## src/hw/rtl/eil4hp_pkg.sv

```systemverilog
`default_nettype none

package eil4hp_pkg;

    // Frame offsets are 16 bits wide
    localparam int OffsetWidth = 16;

    // Layer-3 EtherType values
    localparam logic [15:0] TYPE_IPV4 = 16'h0800;
    localparam logic [15:0] TYPE_IPV6 = 16'h86DD;

    // Transport protocol numbers
    localparam logic [7:0] PROTO_ICMP = 8'd1;
    localparam logic [7:0] PROTO_TCP  = 8'd6;
    localparam logic [7:0] PROTO_UDP  = 8'd17;

    // Layer-3 start for untagged, single-tag and double-tag frames
    localparam logic [4:0] L3_UNTAGGED   = 5'd14;
    localparam logic [4:0] L3_SINGLE_TAG = 5'd18;
    localparam logic [4:0] L3_DOUBLE_TAG = 5'd22;

    // Fixed header sizes
    localparam logic [5:0] IPV4_MIN_HDR = 6'd20;
    localparam logic [6:0] IPV6_HDR     = 7'd40;
    localparam logic [5:0] UDP_HDR      = 6'd8;
    localparam logic [5:0] ICMP_HDR     = 6'd8;

    // Result status codes
    localparam logic [2:0] STATUS_OK          = 3'd0;
    localparam logic [2:0] STATUS_NOT_IP      = 3'd1;
    localparam logic [2:0] STATUS_FRAME_SHORT = 3'd2;
    localparam logic [2:0] STATUS_IPV4_SHORT  = 3'd3;
    localparam logic [2:0] STATUS_BAD_IHL     = 3'd4;
    localparam logic [2:0] STATUS_IPV6_SHORT  = 3'd5;

    // Register select (paddr bit 2)
    localparam logic REG_SINGLE_TAG = 1'b0;
    localparam logic REG_DOUBLE_TAG = 1'b1;

    // Register reset values
    localparam logic [15:0] SINGLE_TAG_RESET = 16'h88A8;
    localparam logic [15:0] DOUBLE_TAG_RESET = 16'h9100;

    typedef struct packed {
        logic [7:0] frame_byte;
        logic       last_byte;
    } in_item_t;

    typedef struct packed {
        logic [2:0]  status;
        logic        is_ipv6;
        logic [63:0] source_high;
        logic [63:0] source_low;
        logic [63:0] dest_high;
        logic [63:0] dest_low;
        logic [7:0]  protocol;
        logic [15:0] source_port;
        logic [15:0] dest_port;
        logic [15:0] payload_length;
    } out_item_t;

endpackage

`default_nettype wire

```

## src/hw/rtl/ethernet_ip_l4_header_parser_top.sv

```systemverilog
`default_nettype none
// Ethernet / IPv4 / IPv6 / TCP / UDP / ICMP header parser.
// Input channel (in_valid, in_stall, in_data): one frame byte per request, in
// wire order, with last_byte set on the final byte of the frame.
// Output channel (out_valid, out_stall, out_data): one result per frame,
// carrying status, addresses, protocol, ports and layer-4 payload length.
// APB port: register 0 (byte address 0) is the single-tag EtherType, register
// 1 (byte address 4) the double-tag EtherType; write only while idle.
// Throughput: one byte per cycle across frame boundaries, except while a
// final byte waits behind a stalled result.
// A frame's result is built from the input register and loaded into the
// result register when its last byte advances; out_valid rises right after.
// A byte is parsed in the cycle after it is accepted; per-frame state is
// updated by offset compares only, so nothing iterates.
// When the receiver stalls, the held result stays put; further non-final
// bytes keep flowing, and in_stall rises only when a final byte waits for
// the output register to free up.
// Reset clears the per-frame state, empties both registers and restores the
// tag EtherTypes to 0x88A8 and 0x9100.

module ethernet_ip_l4_header_parser_top #(
    parameter int MAX_FRAME = 65535
) (
    input  wire logic                  clk,
    input  wire logic                  rst_n,
    // Frame byte input
    input  wire logic                  in_valid,
    output logic                       in_stall,
    input  wire eil4hp_pkg::in_item_t  in_data,
    // Parse result output
    output logic                       out_valid,
    input  wire logic                  out_stall,
    output eil4hp_pkg::out_item_t      out_data,
    // Configuration
    input  wire logic                  psel,
    input  wire logic                  penable,
    input  wire logic                  pwrite,
    input  wire logic [2:0]            paddr,
    input  wire logic [31:0]           pwdata,
    output logic [31:0]                prdata,
    output logic                       pready
);

    localparam logic [eil4hp_pkg::OffsetWidth-1:0] MaxFrameW =
        eil4hp_pkg::OffsetWidth'(MAX_FRAME);

    // Configuration registers
    logic [15:0] single_tag_reg;
    logic [15:0] double_tag_reg;

    // Input register
    logic                 in_valid_reg;
    eil4hp_pkg::in_item_t in_item_reg;

    // Per-frame state
    logic [15:0] byte_offset_reg,  byte_offset_next;
    logic [15:0] ether_kind_reg,   ether_kind_next;
    logic [4:0]  layer3_start_reg, layer3_start_next;
    logic [6:0]  layer4_start_reg, layer4_start_next;
    logic [5:0]  ip_hdr_len_reg,   ip_hdr_len_next;
    logic [7:0]  proto_reg,        proto_next;
    logic [63:0] source_addr_reg  [2];
    logic [63:0] source_addr_next [2];
    logic [63:0] dest_addr_reg  [2];
    logic [63:0] dest_addr_next [2];
    logic [15:0] port_word_reg  [2];
    logic [15:0] port_word_next [2];
    logic [3:0]  tcp_doff_reg,     tcp_doff_next;

    // Output register
    logic                  out_valid_reg;
    eil4hp_pkg::out_item_t out_item_reg;
    eil4hp_pkg::out_item_t result;

    logic advance;
    logic cfg_write;

    // Handshakes
    assign advance  = in_valid_reg
                   && !(in_item_reg.last_byte && out_valid_reg && out_stall);
    assign in_stall = in_valid_reg && !advance;
    assign out_valid = out_valid_reg;
    assign out_data  = out_item_reg;

    // APB port
    assign pready    = 1'b1;
    assign cfg_write = psel && penable && pwrite && pready;

    always_comb
    begin
        unique case (paddr[2])
            eil4hp_pkg::REG_SINGLE_TAG: prdata = {16'b0, single_tag_reg};
            eil4hp_pkg::REG_DOUBLE_TAG: prdata = {16'b0, double_tag_reg};
            default:                    prdata = 32'b0;
        endcase
    end

    always_ff @(posedge clk or negedge rst_n)
    begin
        if (!rst_n)
        begin
            single_tag_reg <= eil4hp_pkg::SINGLE_TAG_RESET;
            double_tag_reg <= eil4hp_pkg::DOUBLE_TAG_RESET;
        end
        else if (cfg_write)
        begin
            if (paddr[2] == eil4hp_pkg::REG_SINGLE_TAG)
                single_tag_reg <= pwdata[15:0];
            else
                double_tag_reg <= pwdata[15:0];
        end
    end

    // Input register
    always_ff @(posedge clk or negedge rst_n)
    begin
        if (!rst_n)
            in_valid_reg <= 1'b0;
        else if (!in_stall)
            in_valid_reg <= in_valid;
    end

    always_ff @(posedge clk)
    begin
        if (in_valid && !in_stall)
            in_item_reg <= in_data;
    end

    // Byte parse and result build
    always_comb
    begin
        logic [7:0]  b;
        logic [15:0] o;
        logic [15:0] l3w;
        logic [15:0] r;
        logic [15:0] l;
        logic [15:0] len;
        logic [15:0] l4len;
        logic [5:0]  hdr;
        logic [15:0] sp;
        logic [15:0] dp;
        logic [2:0]  status;
        logic        k;
        logic        is_v4;
        logic        is_v6;

        b   = in_item_reg.frame_byte;
        o   = byte_offset_reg;
        r   = 16'd0;
        l   = 16'd0;
        k   = 1'b0;

        ether_kind_next   = ether_kind_reg;
        layer3_start_next = layer3_start_reg;
        layer4_start_next = layer4_start_reg;
        ip_hdr_len_next   = ip_hdr_len_reg;
        proto_next        = proto_reg;
        source_addr_next  = source_addr_reg;
        dest_addr_next    = dest_addr_reg;
        port_word_next    = port_word_reg;
        tcp_doff_next     = tcp_doff_reg;
        byte_offset_next  = byte_offset_reg;

        if (o < MaxFrameW)
        begin
            // EtherType, re-read after tags
            l3w = 16'(layer3_start_next);
            if (o == l3w - 16'd2)
                ether_kind_next = {b, ether_kind_next[7:0]};
            if (o == l3w - 16'd1)
            begin
                ether_kind_next = {ether_kind_next[15:8], b};
                if (o == 16'd13)
                begin
                    if (ether_kind_next == single_tag_reg)
                        layer3_start_next = eil4hp_pkg::L3_SINGLE_TAG;
                    else if (ether_kind_next == double_tag_reg)
                        layer3_start_next = eil4hp_pkg::L3_DOUBLE_TAG;
                end
            end

            // Layer-3 header
            l3w = 16'(layer3_start_next);
            r   = o - l3w;
            if (o >= l3w)
            begin
                if (ether_kind_next == eil4hp_pkg::TYPE_IPV4)
                begin
                    if (r == 16'd0)
                    begin
                        ip_hdr_len_next   = {b[3:0], 2'b00};
                        layer4_start_next = 7'(layer3_start_next) + 7'(ip_hdr_len_next);
                    end
                    else if (r == 16'd9)
                        proto_next = b;
                    else if (r >= 16'd12 && r < 16'd16)
                        source_addr_next[1] = {32'b0, source_addr_next[1][23:0], b};
                    else if (r >= 16'd16 && r < 16'd20)
                        dest_addr_next[1] = {32'b0, dest_addr_next[1][23:0], b};
                end
                else if (ether_kind_next == eil4hp_pkg::TYPE_IPV6)
                begin
                    if (r == 16'd0)
                        layer4_start_next = 7'(layer3_start_next) + eil4hp_pkg::IPV6_HDR;
                    else if (r == 16'd6)
                        proto_next = b;
                    else if (r >= 16'd8 && r < 16'd24)
                    begin
                        k = (r >= 16'd16);
                        source_addr_next[k] = {source_addr_next[k][55:0], b};
                    end
                    else if (r >= 16'd24 && r < 16'd40)
                    begin
                        k = (r >= 16'd32);
                        dest_addr_next[k] = {dest_addr_next[k][55:0], b};
                    end
                end
            end

            // Transport header: ports and TCP data offset
            l = o - 16'(layer4_start_next);
            if (layer4_start_next != 7'd0 && o >= 16'(layer4_start_next))
            begin
                if (l < 16'd4)
                begin
                    k = l[1];
                    port_word_next[k] = {port_word_next[k][7:0], b};
                end
                else if (l == 16'd12)
                    tcp_doff_next = b[7:4];
            end

            byte_offset_next = o + 16'd1;
        end

        // Status checks, in priority order
        len   = byte_offset_next;
        l3w   = 16'(layer3_start_next);
        is_v4 = (ether_kind_next == eil4hp_pkg::TYPE_IPV4);
        is_v6 = (ether_kind_next == eil4hp_pkg::TYPE_IPV6);
        priority if (len < l3w)
            status = eil4hp_pkg::STATUS_FRAME_SHORT;
        else if (!is_v4 && !is_v6)
            status = eil4hp_pkg::STATUS_NOT_IP;
        else if (is_v4 && len < l3w + 16'd20)
            status = eil4hp_pkg::STATUS_IPV4_SHORT;
        else if (is_v4 && ip_hdr_len_next < eil4hp_pkg::IPV4_MIN_HDR)
            status = eil4hp_pkg::STATUS_BAD_IHL;
        else if (is_v6 && len < l3w + 16'(eil4hp_pkg::IPV6_HDR))
            status = eil4hp_pkg::STATUS_IPV6_SHORT;
        else
            status = eil4hp_pkg::STATUS_OK;

        // Ports and transport header size by protocol
        l4len = (len > 16'(layer4_start_next)) ? len - 16'(layer4_start_next) : 16'd0;
        priority if (proto_next == eil4hp_pkg::PROTO_TCP)
        begin
            sp  = port_word_next[0];
            dp  = port_word_next[1];
            hdr = {tcp_doff_next, 2'b00};
        end
        else if (proto_next == eil4hp_pkg::PROTO_UDP)
        begin
            sp  = port_word_next[0];
            dp  = port_word_next[1];
            hdr = eil4hp_pkg::UDP_HDR;
        end
        else if (proto_next == eil4hp_pkg::PROTO_ICMP)
        begin
            sp  = {8'b0, port_word_next[0][15:8]};
            dp  = {8'b0, port_word_next[0][7:0]};
            hdr = eil4hp_pkg::ICMP_HDR;
        end
        else
        begin
            sp  = 16'd0;
            dp  = 16'd0;
            hdr = 6'd0;
        end

        // Error results carry nothing but the status
        result        = '0;
        result.status = status;
        if (status == eil4hp_pkg::STATUS_OK)
        begin
            result.is_ipv6        = is_v6;
            result.source_high    = source_addr_next[0];
            result.source_low     = source_addr_next[1];
            result.dest_high      = dest_addr_next[0];
            result.dest_low       = dest_addr_next[1];
            result.protocol       = proto_next;
            result.source_port    = sp;
            result.dest_port      = dp;
            result.payload_length = (l4len > 16'(hdr)) ? l4len - 16'(hdr) : 16'd0;
        end
    end

    // Frame state: updated per byte, cleared after the last one
    always_ff @(posedge clk or negedge rst_n)
    begin
        if (!rst_n)
        begin
            byte_offset_reg  <= '0;
            ether_kind_reg   <= '0;
            layer3_start_reg <= eil4hp_pkg::L3_UNTAGGED;
            layer4_start_reg <= '0;
            ip_hdr_len_reg   <= '0;
            proto_reg        <= '0;
            source_addr_reg  <= '{default: '0};
            dest_addr_reg    <= '{default: '0};
            port_word_reg    <= '{default: '0};
            tcp_doff_reg     <= '0;
        end
        else if (advance)
        begin
            if (in_item_reg.last_byte)
            begin
                byte_offset_reg  <= '0;
                ether_kind_reg   <= '0;
                layer3_start_reg <= eil4hp_pkg::L3_UNTAGGED;
                layer4_start_reg <= '0;
                ip_hdr_len_reg   <= '0;
                proto_reg        <= '0;
                source_addr_reg  <= '{default: '0};
                dest_addr_reg    <= '{default: '0};
                port_word_reg    <= '{default: '0};
                tcp_doff_reg     <= '0;
            end
            else
            begin
                byte_offset_reg  <= byte_offset_next;
                ether_kind_reg   <= ether_kind_next;
                layer3_start_reg <= layer3_start_next;
                layer4_start_reg <= layer4_start_next;
                ip_hdr_len_reg   <= ip_hdr_len_next;
                proto_reg        <= proto_next;
                source_addr_reg  <= source_addr_next;
                dest_addr_reg    <= dest_addr_next;
                port_word_reg    <= port_word_next;
                tcp_doff_reg     <= tcp_doff_next;
            end
        end
    end

    // Output register
    always_ff @(posedge clk or negedge rst_n)
    begin
        if (!rst_n)
            out_valid_reg <= 1'b0;
        else if (advance && in_item_reg.last_byte)
            out_valid_reg <= 1'b1;
        else if (!out_stall)
            out_valid_reg <= 1'b0;
    end

    always_ff @(posedge clk)
    begin
        if (advance && in_item_reg.last_byte)
            out_item_reg <= result;
    end

endmodule

`default_nettype wire

```

## config.mk

```make
export PLATFORM = sky130hd
export DESIGN_NAME = ethernet_ip_l4_header_parser_top
export DESIGN_NICKNAME = d
export VERILOG_FILES = /design/src/hw/rtl/eil4hp_pkg.sv /design/src/hw/rtl/ethernet_ip_l4_header_parser_top.sv
export SDC_FILE = /design/constraint.sdc
export NUM_CORES = 2
export LEC_CHECK = 0
export ABC_AREA = 1
export ABC_CLOCK_PERIOD_IN_PS = 10700
export BUFFER_PORTS_ARGS = -buffer_cell sky130_fd_sc_hd__buf_2
export CAP_MARGIN = 15
export CORE_ASPECT_RATIO = 0.6
export CORE_MARGIN = 3
export CORE_UTILIZATION = 35
export CTS_CLUSTER_DIAMETER = 50
export DETAILED_ROUTE_END_ITERATION = 10
export PLACE_DENSITY = 0.52
export SYNTH_ARGS = -nofsm -noshare
export SYNTH_HDL_FRONTEND = slang
export SYNTH_SLANG_ARGS = --single-unit
```

## constraint.sdc

```tcl
create_clock -name clk -period 10.7 [get_ports clk]
set_clock_uncertainty 0.05 [all_clocks]
set_input_delay 2.14 -clock clk [delete_from_list [all_inputs] [get_ports clk]]
set_output_delay 2.14 -clock clk [all_outputs]
set_load 0.05 [all_outputs]
```

==> summary.txt <==
Run status
  • Status: completed

Layout
  • Post-route cell area: 42500 sq um
  • Area added between synthesis and finish: 16.7%
  • Fill cells: 10300
  • Nets: 4709
  • FF/Latch Area: 19300 sq um
  • Area of the multi-input gates: 14100 sq um
  • Max reg flops: 316
  • Share of cells above drive strength 1: 14.9%

STA
  • Final Hold Vio Count: 0
  • Final setup vio count: 0
  • Tmin final: 9.73 ns
  • Worst slew margin: 20.2%
  • FMAX: 0.103 GHz
  • Period utilization: 91.0%
  • Worst-margin pin slew: 1.20 ns
  • RSZ-0062 raised after global routing: no
  • Max-slew violation count: 0
  • Setup TNS: 0 ns

Critical path
  • Most frequent CP cell: nand2_1
  • Critical Path Start: layer3_start_reg[1]
  • Crit path kind: reg2reg
  • Cell family with most CP delay: simple AND/OR/NAND/NOR gates
  • Req. time, crit path: 11.04 ns
  • FF-to-FF End: out_data[15]
  • R2R setup slack: 0.97 ns
  • FF-to-FF Start: layer3_start_reg[1]
  • Crit-path max FO: 8
  • Worst setup path end: out_data[15]
  • CP bufs+invs: 11
  • Slowest stage delay, CP: 0.57 ns
  • CP startpoint kind: flip-flop
  • Register-to-Register Path Depth: 64
  • CP endpoint kind: flip-flop
  • Arrival time worst endpoint: 10.08 ns
  • Crit. path cell count: 64
  • Slowest-stage cell, CP: dfstp_2

Synth
  • Area contributors post-synth: edfxtp_1 (27%), dfrtp_1 (26%), nand2_1 (9.8%)
  • Ys Warns: 0
  • Gate Count Post-Synth: 4340
  • Commonest cells in the netlist: nand2_1 (952), inv_1 (522), o21ai_0 (513)
  • Fraction of registers with async set/reset: 54.0%
  • Post-synth top flop: dfrtp_1
  • Synth area leader: edfxtp_1
  • Post-synthesis sequential area ratio: 53.1%
  • Synth top area share: 26.8%
  • Avg Inst Size Synth: 8.39 sq um
  • FF+latch count, synth: 707
  • Count leader, synth: nand2_1
  • Post-synthesis cell type count: 60
  • Post-synth EDFFs: 325
  • Mapped Area: 36400 sq um

Clock tree
  • Max H-tree Level: 3
  • Clock sink total: 707
  • Largest buffer count on any clock path: 3
  • Worst-skew pair later-pin latency: 0.68 ns
  • Num CTS Buffers: 82
  • CTS tree: done
  • Root Driver: clkbuf_16
  • CTS clk-pin slew, worst paths: 0.06 ns

Routing
  • Iteration-0 DRC count of the detailed router: 3212
  • DRT Wirelength: 119000 um
  • Via-to-Cell Ratio: 5.13
  • Antenna viol nets, final: 0
  • Avg WL per Cell: 19.6 um
  • DRC violations left: 0
  • First-pass DRT Iterations: 6
  • Routed vias: 31100

Floorplan
  • Die height: 256 um
  • Die Width: 422 um
  • Die area: 108000 sq um
  • # IOs: 402
  • Core Area: 102000 sq um
  • Site Rows: 90
  • Starting Density: 35.8%

Place
  • Area of placed instances: 39500 sq um
  • Gp weighted congestion: 0.930
  • HPWL after DPL: 79600 um
  • Port Buffers: 366

Power and ir drop
  • Static leakage: 18.6 nW
  • Peak VDD IR: 110 uV
  • Pwr dens: 164 nW/um^2

GRT
  • Global route total overflow: 0
  • All-Layer GR Usage: 21.4%
  • First-pass GRT wire length: 181000 um
  • Pin count of the biggest net entering global routing: 156
  • Number of antenna violations at the first check in global routing: 5
  • Vias in the first global route: 28900

Worst hold path
  • Hold crit path type: reg2reg

Job
  • Max Cap Viol: 0
-- where the power goes --
group,switching (mW),internal (mW)
logic,0.756,0.233
clock network,1.26,1.74
registers,0.0548,2.93
-- area by class of cell --
class	count	area share, %
diodes	1	0.00589
clock buffers	107	5.23
clock inverters	47	1.49
inverters	547	4.89
multi-input cells	2837	33.1
flip-flops and latches	707	45.5
well taps	1380	4.07
repair buffers	433	5.64
-- cells by family after synthesis --
| family | after synthesis | share of synthesized area (%) |
|---|---|---|
| fa+ha+maj | 50 | 1.80 |
| other cells | 2 | 0.0206 |
| flops | 707 | 53.1 |
| simple gates | 1712 | 19.9 |
| compound gates | 1014 | 15.3 |
| buf+inv | 811 | 8.71 |
| xor+xnor | 44 | 1.08 |
-- worst min-delay path, cell delays in order, from the launching register on --
cell	delay (ns)
dfrtp_1	0.34
nand2_1	0.06
nand2_1	0.05
-- layer usage --
layer	vias to the layer above	GRT usage [%]	routed length (um)
met4	2	5.27	2930
met1	15000	32.8	57800
met2	878	30.6	50100
li1	15000	-	-
met5	-	0	13
met3	142	4.32	7680
-- repair_timing --
item                                    CTS  global route
setup buffers                             0             2
endpoints found under the setup margin    0            16
hold buffers                              0             0
gates resized for setup                   0            14
hold endpoints to repair                  0             0
-- worst min path at each step --
stage / slack [ns] / from / end / cells after the start
detailed placement: 0.42 / port_word_reg[30] / port_word_reg[30] / 2
CTS: 0.43 / tcp_doff_reg[2] / tcp_doff_reg[2] / 2
global placement: 0.41 / port_word_reg[28] / port_word_reg[28] / 2
global route: 0.45 / port_word_reg[25] / port_word_reg[25] / 2
finish: 0.43 / tcp_doff_reg[2] / tcp_doff_reg[2] / 2
floorplan: 0.40 / ip_hdr_len_reg[2] / ip_hdr_len_reg[2] / 2
-- cells in the final DEF (no fill, tap or decap), types with 17 or more instances in the layout --
cell type and count:
a21oi_1 120, a22oi_1 25, buf_2 365, buf_4 62
clkbuf_1 20, clkbuf_16 84, conb_1 17, dfrtp_1 371
edfxtp_1 325, ha_1 46, inv_1 521, inv_2 21
nand2_1 947, nand2_2 20, nand3_1 127, nand3_2 22
nand4_1 46, nor2_1 444, nor3_1 29, nor4_1 17
o21ai_0 513, o21ai_1 31, o22ai_1 296, xor2_1 29
-- per-stage QoR --
step / total power, mW / hold slack [ns] / utilization [%] / setup WS [ns] / instances
2_1_floorplan: 3.76 / 0.398 / - / 1.05 / 4355
3_3_place_gp: 4.02 / 0.412 / 38.8 / 0.694 / 5901
3_5_place_dp: 4.02 / 0.416 / 38.8 / 0.570 / 5901
4_1_cts: 7.06 / 0.432 / 41.6 / 0.517 / 6055
5_1_grt: 7.27 / 0.446 / 41.7 / 0.0963 / 6058
6_report: 6.98 / 0.428 / 41.7 / 0.967 / 6059
(Power assumes the default switching activity.)
